==> config.mk <==
export PLATFORM = sky130hd
export DESIGN_NAME = datagram_fragmenter_trailer_unit
export DESIGN_NICKNAME = d
export VERILOG_FILES = /design/src/rtl/dft_pkg.sv /design/src/rtl/dft_queue.sv /design/src/rtl/dft_front.sv /design/src/rtl/dft_back.sv /design/src/rtl/datagram_fragmenter_trailer_unit.sv
export VERILOG_INCLUDE_DIRS = /design/src /design/src/rtl
export SDC_FILE = /design/constraint.sdc
export NUM_CORES = 1
export LEC_CHECK = 0
export BUFFER_PORTS_ARGS = -buffer_cell sky130_fd_sc_hd__buf_2
export CORE_MARGIN = 3
export CORE_UTILIZATION = 60
export DETAILED_ROUTE_END_ITERATION = 6
export PLACE_DENSITY = 0.78
export SYNTH_ARGS = -nofsm -noshare
export SYNTH_HDL_FRONTEND = slang
export SYNTH_SLANG_ARGS = --single-unit
==> constraint.sdc <==
create_clock -name clk_i -period 20.8 [get_ports clk_i]
set_clock_uncertainty 0.2 [all_clocks]
set_input_delay 0 -clock clk_i [delete_from_list [all_inputs] [get_ports clk_i]]
set_output_delay 0 -clock clk_i [all_outputs]
set_load 0.005 [all_outputs]
==> src/rtl/assert_macros.svh <==
// assertion helpers shared by the fragmenter modules
// needs clk_i and rst_ni in the scope of every use
`ifndef ASSERT_MACROS_SVH
`define ASSERT_MACROS_SVH

`ifndef SYNTHESIS
`define DFT_ASSERT(lbl, prop) \
  lbl: assert property (@(posedge clk_i) disable iff (!rst_ni) prop) \
    else $error("%m: assertion failed");
`define DFT_NEVER(lbl, expr) \
  lbl: assert property (@(posedge clk_i) disable iff (!rst_ni) !(expr)) \
    else $error("%m: forbidden condition seen");
`else
`define DFT_ASSERT(lbl, prop)
`define DFT_NEVER(lbl, expr)
`endif

`endif

==> src/rtl/dft_pkg.sv <==
// shared types and constants for the datagram fragmenter
// no dependencies
package dft_pkg;

  localparam int unsigned DATA_W  = 8;
  localparam int unsigned LEN_W   = 32;
  localparam int unsigned ID_W    = 64;
  localparam int unsigned FRAG_W  = 32;
  localparam int unsigned CFG_W   = 16;

  localparam logic [CFG_W-1:0] PAYLOAD_RESET = 16'd1024;

  localparam int unsigned TRAILER_FIELD_BYTES_DEF = 8;
  localparam int unsigned QUEUE_DEPTH_DEF         = 4;

  // control part of one queued request, trailer fields sit above it
  typedef struct packed {
    logic              done;
    logic              tail;
    logic [DATA_W-1:0] data;
  } cmd_ctl_t;

  localparam int unsigned CTL_W = $bits(cmd_ctl_t);

  typedef struct packed {
    logic full;
    logic empty;
  } q_status_t;

endpackage

==> src/rtl/dft_queue.sv <==
// small register queue between the classify front and the output back
// depends on dft_pkg and assert_macros.svh
`include "assert_macros.svh"

module dft_queue #(
  parameter int unsigned WIDTH = 8,
  parameter int unsigned DEPTH = 4
) (
  input  logic              clk_i,
  input  logic              rst_ni,
  input  logic              push_i,
  input  logic [WIDTH-1:0]  data_i,
  input  logic              pop_i,
  output logic [WIDTH-1:0]  data_o,
  output dft_pkg::q_status_t stat_o
);
  import dft_pkg::*;

  localparam int unsigned PtrW = (DEPTH > 1) ? $clog2(DEPTH) : 1;
  localparam int unsigned CntW = $clog2(DEPTH + 1);

  logic [WIDTH-1:0] mem_q [DEPTH];
  logic [PtrW-1:0]  wr_ptr_q, wr_ptr_d, rd_ptr_q, rd_ptr_d;
  logic [CntW-1:0]  count_q, count_d;
  logic             do_push, do_pop;

  assign do_push = push_i && (count_q != CntW'(DEPTH));
  assign do_pop  = pop_i && (count_q != '0);

  always_comb begin
    wr_ptr_d = wr_ptr_q;
    rd_ptr_d = rd_ptr_q;
    count_d  = count_q;
    if (do_push) begin
      wr_ptr_d = (wr_ptr_q == PtrW'(DEPTH - 1)) ? '0 : wr_ptr_q + PtrW'(1);
    end
    if (do_pop) begin
      rd_ptr_d = (rd_ptr_q == PtrW'(DEPTH - 1)) ? '0 : rd_ptr_q + PtrW'(1);
    end
    if (do_push && !do_pop) begin
      count_d = count_q + CntW'(1);
    end else if (do_pop && !do_push) begin
      count_d = count_q - CntW'(1);
    end
  end

  always_ff @(posedge clk_i or negedge rst_ni) begin
    if (!rst_ni) begin
      wr_ptr_q <= '0;
      rd_ptr_q <= '0;
      count_q  <= '0;
    end else begin
      wr_ptr_q <= wr_ptr_d;
      rd_ptr_q <= rd_ptr_d;
      count_q  <= count_d;
    end
  end

  always_ff @(posedge clk_i) begin
    if (do_push) begin
      mem_q[wr_ptr_q] <= data_i;
    end
  end

  assign data_o       = mem_q[rd_ptr_q];
  assign stat_o.full  = (count_q == CntW'(DEPTH));
  assign stat_o.empty = (count_q == '0);

  `DFT_ASSERT(a_count_bound, count_q <= CntW'(DEPTH))
  `DFT_ASSERT(a_pop_drains, do_pop && !do_push |=> count_q == $past(count_q) - CntW'(1))
  `DFT_ASSERT(a_push_fills, do_push && !do_pop |=> count_q == $past(count_q) + CntW'(1))

endmodule

==> src/rtl/dft_front.sv <==
// front part: takes message bytes, tracks fragment state, queues byte requests
// depends on dft_pkg
module dft_front #(
  parameter int unsigned TRAILER_FIELD_BYTES = dft_pkg::TRAILER_FIELD_BYTES_DEF,
  parameter int unsigned CMD_W = dft_pkg::CTL_W + 24 * TRAILER_FIELD_BYTES
) (
  input  logic                        clk_i,
  input  logic                        rst_ni,
  input  logic                        cfg_we_i,
  input  logic [dft_pkg::CFG_W-1:0]   cfg_wdata_i,
  input  logic                        in_valid_i,
  output logic                        in_ready_o,
  input  logic [dft_pkg::DATA_W-1:0]  data_byte_i,
  input  logic [dft_pkg::LEN_W-1:0]   message_length_i,
  input  logic                        empty_message_i,
  input  dft_pkg::q_status_t          q_stat_i,
  output logic                        push_o,
  output logic [CMD_W-1:0]            cmd_o
);
  import dft_pkg::*;

  localparam int unsigned FieldW = 8 * TRAILER_FIELD_BYTES;

  logic [CFG_W-1:0]  payload_q;
  logic [ID_W-1:0]   msg_id_q, msg_id_d;
  logic [FRAG_W-1:0] frag_q, frag_d, frag_cur;
  logic [CFG_W-1:0]  bif_q, bif_d, bif_cur, bif_nxt, limit;
  logic [LEN_W-1:0]  left_q, left_d, left_cur;
  logic [LEN_W-1:0]  len_q, len_d, len_cur;
  logic              in_msg_q, in_msg_d;
  logic              accept, drop, done, tail;
  cmd_ctl_t          ctl;

  assign in_ready_o = !q_stat_i.full;
  assign accept     = in_valid_i && in_ready_o;

  always_comb begin
    left_cur = in_msg_q ? left_q : message_length_i;
    len_cur  = in_msg_q ? len_q : message_length_i;
    frag_cur = in_msg_q ? frag_q : '0;
    bif_cur  = in_msg_q ? bif_q : '0;
    bif_nxt  = bif_cur + CFG_W'(1);
    limit    = (payload_q == '0) ? CFG_W'(1) : payload_q;
    done     = (left_cur == LEN_W'(1));
    tail     = (bif_nxt >= limit) || done;
    // a zero length at the start of a message counts as an empty message
    drop     = empty_message_i || (!in_msg_q && (message_length_i == '0));
  end

  always_comb begin
    msg_id_d = msg_id_q;
    frag_d   = frag_q;
    bif_d    = bif_q;
    left_d   = left_q;
    len_d    = len_q;
    in_msg_d = in_msg_q;
    if (accept) begin
      if (drop || done) begin
        in_msg_d = 1'b0;
        left_d   = '0;
        bif_d    = '0;
        frag_d   = '0;
        msg_id_d = msg_id_q + ID_W'(1);
        if (!drop) begin
          len_d = len_cur;
        end
      end else begin
        in_msg_d = 1'b1;
        len_d    = len_cur;
        left_d   = left_cur - LEN_W'(1);
        bif_d    = tail ? '0 : bif_nxt;
        frag_d   = tail ? frag_cur + FRAG_W'(1) : frag_cur;
      end
    end
  end

  always_ff @(posedge clk_i or negedge rst_ni) begin
    if (!rst_ni) begin
      payload_q <= PAYLOAD_RESET;
      msg_id_q  <= '0;
      frag_q    <= '0;
      bif_q     <= '0;
      left_q    <= '0;
      len_q     <= '0;
      in_msg_q  <= 1'b0;
    end else begin
      if (cfg_we_i) begin
        payload_q <= cfg_wdata_i;
      end
      msg_id_q <= msg_id_d;
      frag_q   <= frag_d;
      bif_q    <= bif_d;
      left_q   <= left_d;
      len_q    <= len_d;
      in_msg_q <= in_msg_d;
    end
  end

  always_comb begin
    ctl.done = done;
    ctl.tail = tail;
    ctl.data = data_byte_i;
  end

  // trailer fields: id lowest so it leaves first
  assign cmd_o  = {FieldW'(len_cur), FieldW'(frag_cur), FieldW'(msg_id_q), ctl};
  assign push_o = accept && !drop;

endmodule

==> src/rtl/dft_back.sv <==
// back part: pops byte requests, emits the byte and any trailer burst
// depends on dft_pkg and assert_macros.svh
`include "assert_macros.svh"

module dft_back #(
  parameter int unsigned TRAILER_FIELD_BYTES = dft_pkg::TRAILER_FIELD_BYTES_DEF,
  parameter int unsigned CMD_W = dft_pkg::CTL_W + 24 * TRAILER_FIELD_BYTES
) (
  input  logic                        clk_i,
  input  logic                        rst_ni,
  input  dft_pkg::q_status_t          q_stat_i,
  input  logic [CMD_W-1:0]            cmd_i,
  output logic                        pop_o,
  output logic                        out_valid_o,
  input  logic                        out_ready_i,
  output logic [dft_pkg::DATA_W-1:0]  out_byte_o,
  output logic                        fragment_last_o,
  output logic                        message_last_o
);
  import dft_pkg::*;

  localparam int unsigned TrlBytes = 3 * TRAILER_FIELD_BYTES;
  localparam int unsigned TrlW     = 8 * TrlBytes;
  localparam int unsigned CntW     = $clog2(TrlBytes + 1);

  cmd_ctl_t          ctl;
  logic [TrlW-1:0]   trl_q, trl_d;
  logic [CntW-1:0]   cnt_q, cnt_d;
  logic              tdone_q, tdone_d;
  logic              vld_q, vld_d;
  logic [DATA_W-1:0] byte_q, byte_d;
  logic              flast_q, flast_d, mlast_q, mlast_d;
  logic              adv;

  assign ctl   = cmd_i[CTL_W-1:0];
  assign adv   = !vld_q || out_ready_i;
  assign pop_o = adv && (cnt_q == '0) && !q_stat_i.empty;

  always_comb begin
    trl_d   = trl_q;
    cnt_d   = cnt_q;
    tdone_d = tdone_q;
    vld_d   = vld_q;
    byte_d  = byte_q;
    flast_d = flast_q;
    mlast_d = mlast_q;
    if (adv) begin
      if (cnt_q != '0) begin
        vld_d   = 1'b1;
        byte_d  = trl_q[DATA_W-1:0];
        flast_d = (cnt_q == CntW'(1));
        mlast_d = (cnt_q == CntW'(1)) && tdone_q;
        trl_d   = trl_q >> DATA_W;
        cnt_d   = cnt_q - CntW'(1);
      end else if (!q_stat_i.empty) begin
        vld_d   = 1'b1;
        byte_d  = ctl.data;
        flast_d = 1'b0;
        mlast_d = 1'b0;
        if (ctl.tail) begin
          trl_d   = cmd_i[CMD_W-1:CTL_W];
          cnt_d   = CntW'(TrlBytes);
          tdone_d = ctl.done;
        end
      end else begin
        vld_d = 1'b0;
      end
    end
  end

  always_ff @(posedge clk_i or negedge rst_ni) begin
    if (!rst_ni) begin
      cnt_q <= '0;
      vld_q <= 1'b0;
    end else begin
      cnt_q <= cnt_d;
      vld_q <= vld_d;
    end
  end

  always_ff @(posedge clk_i) begin
    trl_q   <= trl_d;
    tdone_q <= tdone_d;
    byte_q  <= byte_d;
    flast_q <= flast_d;
    mlast_q <= mlast_d;
  end

  assign out_valid_o     = vld_q;
  assign out_byte_o      = byte_q;
  assign fragment_last_o = flast_q;
  assign message_last_o  = mlast_q;

  `DFT_ASSERT(a_cnt_bound, cnt_q <= CntW'(TrlBytes))
  `DFT_NEVER(a_mlast_alone, vld_q && mlast_q && !flast_q)
  `DFT_NEVER(a_flast_mid_trailer, vld_q && flast_q && (cnt_q != '0))
  `DFT_ASSERT(a_burst_starts, pop_o && ctl.tail |=> cnt_q == CntW'(TrlBytes))

endmodule

==> src/rtl/datagram_fragmenter_trailer_unit.sv <==
// Datagram fragmenter with trailer, top level.
// Input stream: one message byte per request. tdata carries the byte and the
// message length, which is taken from the first byte of each message; tuser
// marks an empty message, which produces nothing but advances the message id.
// Output stream: one byte per request, first the payload bytes, then after
// each full fragment or at message end a trailer of message id, fragment index
// and message length, each little-endian in TRAILER_FIELD_BYTES bytes.
// tlast flags the last trailer byte of a fragment, tuser the last trailer byte
// of the message.
// A byte passes the request queue and the output register. Payload moves at one
// byte per cycle while the receiver is ready; a trailer adds 3*TRAILER_FIELD_BYTES
// output bytes, during which input is taken until the QUEUE_DEPTH entry request
// queue is full. A receiver stall holds the output register and backs up through
// the queue into s_axis_tready. Reset empties the queue, ends any message, clears
// the message id and sets the payload size to 1024; cfg_we_i writes the size.
module datagram_fragmenter_trailer_unit #(
  parameter int unsigned TRAILER_FIELD_BYTES = dft_pkg::TRAILER_FIELD_BYTES_DEF,
  parameter int unsigned QUEUE_DEPTH         = dft_pkg::QUEUE_DEPTH_DEF
) (
  input  logic                       clk_i,
  input  logic                       rst_ni,
  input  logic                       cfg_we_i,
  input  logic [dft_pkg::CFG_W-1:0]  cfg_wdata_i,
  input  logic                       s_axis_tvalid,
  output logic                       s_axis_tready,
  input  logic [39:0]                s_axis_tdata,  // data_byte[7:0], message_length[39:8]
  input  logic                       s_axis_tuser,  // empty_message
  output logic                       m_axis_tvalid,
  input  logic                       m_axis_tready,
  output logic [7:0]                 m_axis_tdata,  // out_byte
  output logic                       m_axis_tlast,  // fragment_last
  output logic                       m_axis_tuser   // message_last
);
  import dft_pkg::*;

  localparam int unsigned CmdW = CTL_W + 24 * TRAILER_FIELD_BYTES;

  logic            push, pop;
  logic [CmdW-1:0] cmd_in, cmd_out;
  q_status_t       q_stat;

  dft_front #(
    .TRAILER_FIELD_BYTES(TRAILER_FIELD_BYTES),
    .CMD_W              (CmdW)
  ) u_front (
    .clk_i           (clk_i),
    .rst_ni          (rst_ni),
    .cfg_we_i        (cfg_we_i),
    .cfg_wdata_i     (cfg_wdata_i),
    .in_valid_i      (s_axis_tvalid),
    .in_ready_o      (s_axis_tready),
    .data_byte_i     (s_axis_tdata[7:0]),
    .message_length_i(s_axis_tdata[39:8]),
    .empty_message_i (s_axis_tuser),
    .q_stat_i        (q_stat),
    .push_o          (push),
    .cmd_o           (cmd_in)
  );

  dft_queue #(
    .WIDTH(CmdW),
    .DEPTH(QUEUE_DEPTH)
  ) u_queue (
    .clk_i (clk_i),
    .rst_ni(rst_ni),
    .push_i(push),
    .data_i(cmd_in),
    .pop_i (pop),
    .data_o(cmd_out),
    .stat_o(q_stat)
  );

  dft_back #(
    .TRAILER_FIELD_BYTES(TRAILER_FIELD_BYTES),
    .CMD_W              (CmdW)
  ) u_back (
    .clk_i          (clk_i),
    .rst_ni         (rst_ni),
    .q_stat_i       (q_stat),
    .cmd_i          (cmd_out),
    .pop_o          (pop),
    .out_valid_o    (m_axis_tvalid),
    .out_ready_i    (m_axis_tready),
    .out_byte_o     (m_axis_tdata),
    .fragment_last_o(m_axis_tlast),
    .message_last_o (m_axis_tuser)
  );

endmodule
==> impl_metrics.ini <==
[global_routing]
grt_max_degree = 100
track_usage_pct = 26.30
antenna_found_initial = 0
grt_pass1_wl_um = 135200
grt_pass1_vias = 23730
overflow = 0

[yosys]
syn_avg_cell_area_um2 = 14.91
yosys.cell_types.count = 75
seq_area_frac_synth_pct = 69.75
synth_enable_flop_cells = 723
netlist.area_leader.share_pct = 56.37
netlist_instances = 2584
synth_largest_area_cell = edfxtp_1
yosys_warnings = 0
yosys-top-cells-area = edfxtp_1 56%, dfrtp_1 13%, mux4_2 8.1%
syn-cell-area_um2 = 38520
syn_nets = 2676
ys_ff_latch = 929
async_flop_share_pct = 22.17
synthFlopType = edfxtp_1

[worst_setup_path]
cp.arrival_ns = 5.42
end_kind = flop
crit_path_max_fanout = 64
required_ns = 20.84
start_kind = flop
worstSetupPathType = flop to flop

[routing]
drc = 2
drt_first_pass_iters = 7
routed_wl_um = 86540
initialDrtViolationCount = 2035
via_count = 22850
drtAntennaViolNets = 0
wl_per_cell_um = 23.19
viasPerCell = 6.122

[floorplanning]
die_w_um = 259.4
die_area_um2 = 67270
core_area_um2 = 63310
floorplan.rows = 92
die_y_um = 259.4
start_util_pct = 60.84
io_pins = 74

[timing]
fin_crit_sh_pct = 25.85
max_slew_margin_pct = 17.95
worst_hold_slack_ns = 0.1283
worst_pin_slew_ns = 1.226
period_needed_ns = 5.378
timing_hold_violations_final = 0
max_freq_ghz = 0.1859
slew_violations = 0
grt_setup_unrepaired = false
setup_viol = 0
fin_tns_setup_ns = 0

[power]
power.density_nw_per_um2 = 117.1
ir_drop_v = 0.00008354
p_sw_mw = 1.445
seqPwrFrac_pct = 47.8
intPower_mw = 3.739
pwr-share-comb_pct = 20.0
power.share.switching_pct = 27.87
p_leak_nw = 16.55
p_clk_share_pct = 32.2

[clock_network]
cts_made_buffers = 92
postCtsSetupRepairBufs = 0
clkTransAtPathRegs_ns = 0.06
cts_root_buf = clkbuf_16
worst_skew_pair.late_latency_ns = 0.66
postCtsResizedCells = 0
cts.sinks = 929
cts_hold_buf = 141
cts_tree = built
clock_path_buffers = 3
htree_levels = 3

[layout]
fin_util_pct = 69.92
nets = 2898
layout-drive-gt1-share_pct = 15.98
syn2layout_area_growth_pct = 14.93
final_cell_mix = 723 x edfxtp_1, 513 x nand2_1, 202 x dfrtp_1
fillers = 4045
final_common_cell = edfxtp_1

[run_status]
violations = DRC
status = finished with violations

[placement]
io_buffers = 73
place.gp.congestion = 0.8532
hpwl_um = 49490

[run]
maxCapViolations = 0

[min_path]
hold_class = input pin to flop
-- cell type report --
type | instances | area [µm²] | share of cell area [%]
Clock inverter | 48 | 534.3 | 1.207
Tap cell | 846 | 1059 | 2.391
Inverter | 42 | 157.7 | 0.3561
Multi-Input combinational cell | 1496 | 11070 | 25.01
Clock buffer | 125 | 2527 | 5.710
Antenna cell | 1 | 2.502 | 0.005653
Sequential cell | 929 | 26880 | 60.72
Timing Repair Buffer | 245 | 2037 | 4.602
-- path summary, 6_finish.rpt --
| check | slack, ns | endpoint | depth (start not counted) | startpoint |
|---|---|---|---|---|
| worst max-delay path | 15.42 | u_queue.mem_q[2][55] | 6 | u_front.in_msg_q |
| worst min-delay path | 0.13 | u_back.out_valid_o | 4 | m_axis_tready |
| worst max register to register | 15.42 | u_queue.mem_q[2][55] | 6 | u_front.in_msg_q |
| worst min register to register | 0.28 | u_front.frag_q[25] | 1 | u_front.frag_q[25] |
| max in group asynchronous | 19.26 | u_queue.rd_ptr_q[0] | 4 | rst_ni |
| min in group asynchronous | 0.27 | u_front.payload_q[10] | 3 | rst_ni |
-- Yosys cell counts (36+ instances only) --
| cell | count |
|---|---|
| dfrtp_1 | 205 |
| xor2_1 | 44 |
| a21oi_1 | 48 |
| and2_1 | 68 |
| nand2_1 | 515 |
| nand3_1 | 51 |
| clkbuf_1 | 79 |
| xnor2_1 | 79 |
| o21ai_0 | 71 |
| inv_1 | 41 |
| nor2_1 | 64 |
| mux4_2 | 138 |
| edfxtp_1 | 723 |
| nand4_1 | 36 |
| mux2_2 | 43 |
-- through the flow --
stage	setup WS, ns	cell area (µm²)	power, mW	cells
after floorplan	11.96	38520	3.219	2584
after global placement	15.55	39770	3.467	3417
after detailed placement	15.45	39770	3.512	3417
after CTS	15.38	44260	5.216	3731
after global routing	14.96	44260	5.402	3731
final	15.42	44270	5.184	3732
-- state kept, by name (all words and copies together) (netlist names), 2 cells and up --
register,count
u_back.cnt_q,5
u_front.left_q,32
u_back.trl_q,160
u_front.frag_q,32
u_front.msg_id_q,64
u_queue.rd_ptr_q,2
u_queue.mem_q,552
u_back.out_byte_o,8
u_queue.count_q,3
u_front.len_q,32
u_front.payload_q,16
u_queue.wr_ptr_q,2
u_front.bif_q,16
-- metal layers --
layer  global-route usage (%)  wire [µm]  vias to the layer above  share of wire, %
li1                         -          -                    10090                 -
met1                    35.48      34510                    11620                40
met2                    44.05      43620                      942                50
met3                    3.912       5633                      191               6.5
met4                    9.732       2783                        0               3.2
met5                        0          0                        -                 0
-- cells by family after synthesis --
| group | share of synthesized area (%) |
|---|---|
| AND/OR/NAND/NOR | 11.52 |
| buffers and inverters | 1.621 |
| flip-flops | 69.75 |
| AO/OA/AOI/OAI | 3.836 |
| XOR/XNOR | 2.797 |
| adder cells (fa/ha/maj) | 0.9940 |
| multiplexers | 9.482 |
-- worst max-delay path, cell delays in order (launching register included) --
cell	delay, ns
dfrtp_4	0.73
buf_4	0.57
nor4_1	0.21
a41oi_1	0.85
and3_4	0.71
buf_4	0.79
buf_4	0.80
-- power groups by stage --
stage	Combinational [mW]	Sequential, mW	Clock [mW]
final	1.04	2.48	1.67
after global routing	1.13	2.51	1.77
after CTS	1.05	2.48	1.69
after detailed placement	1.00	2.51	0
after global placement	0.972	2.49	0
after floorplan	0.770	2.45	0
Note: power is estimated with default switching activity, not from simulation.
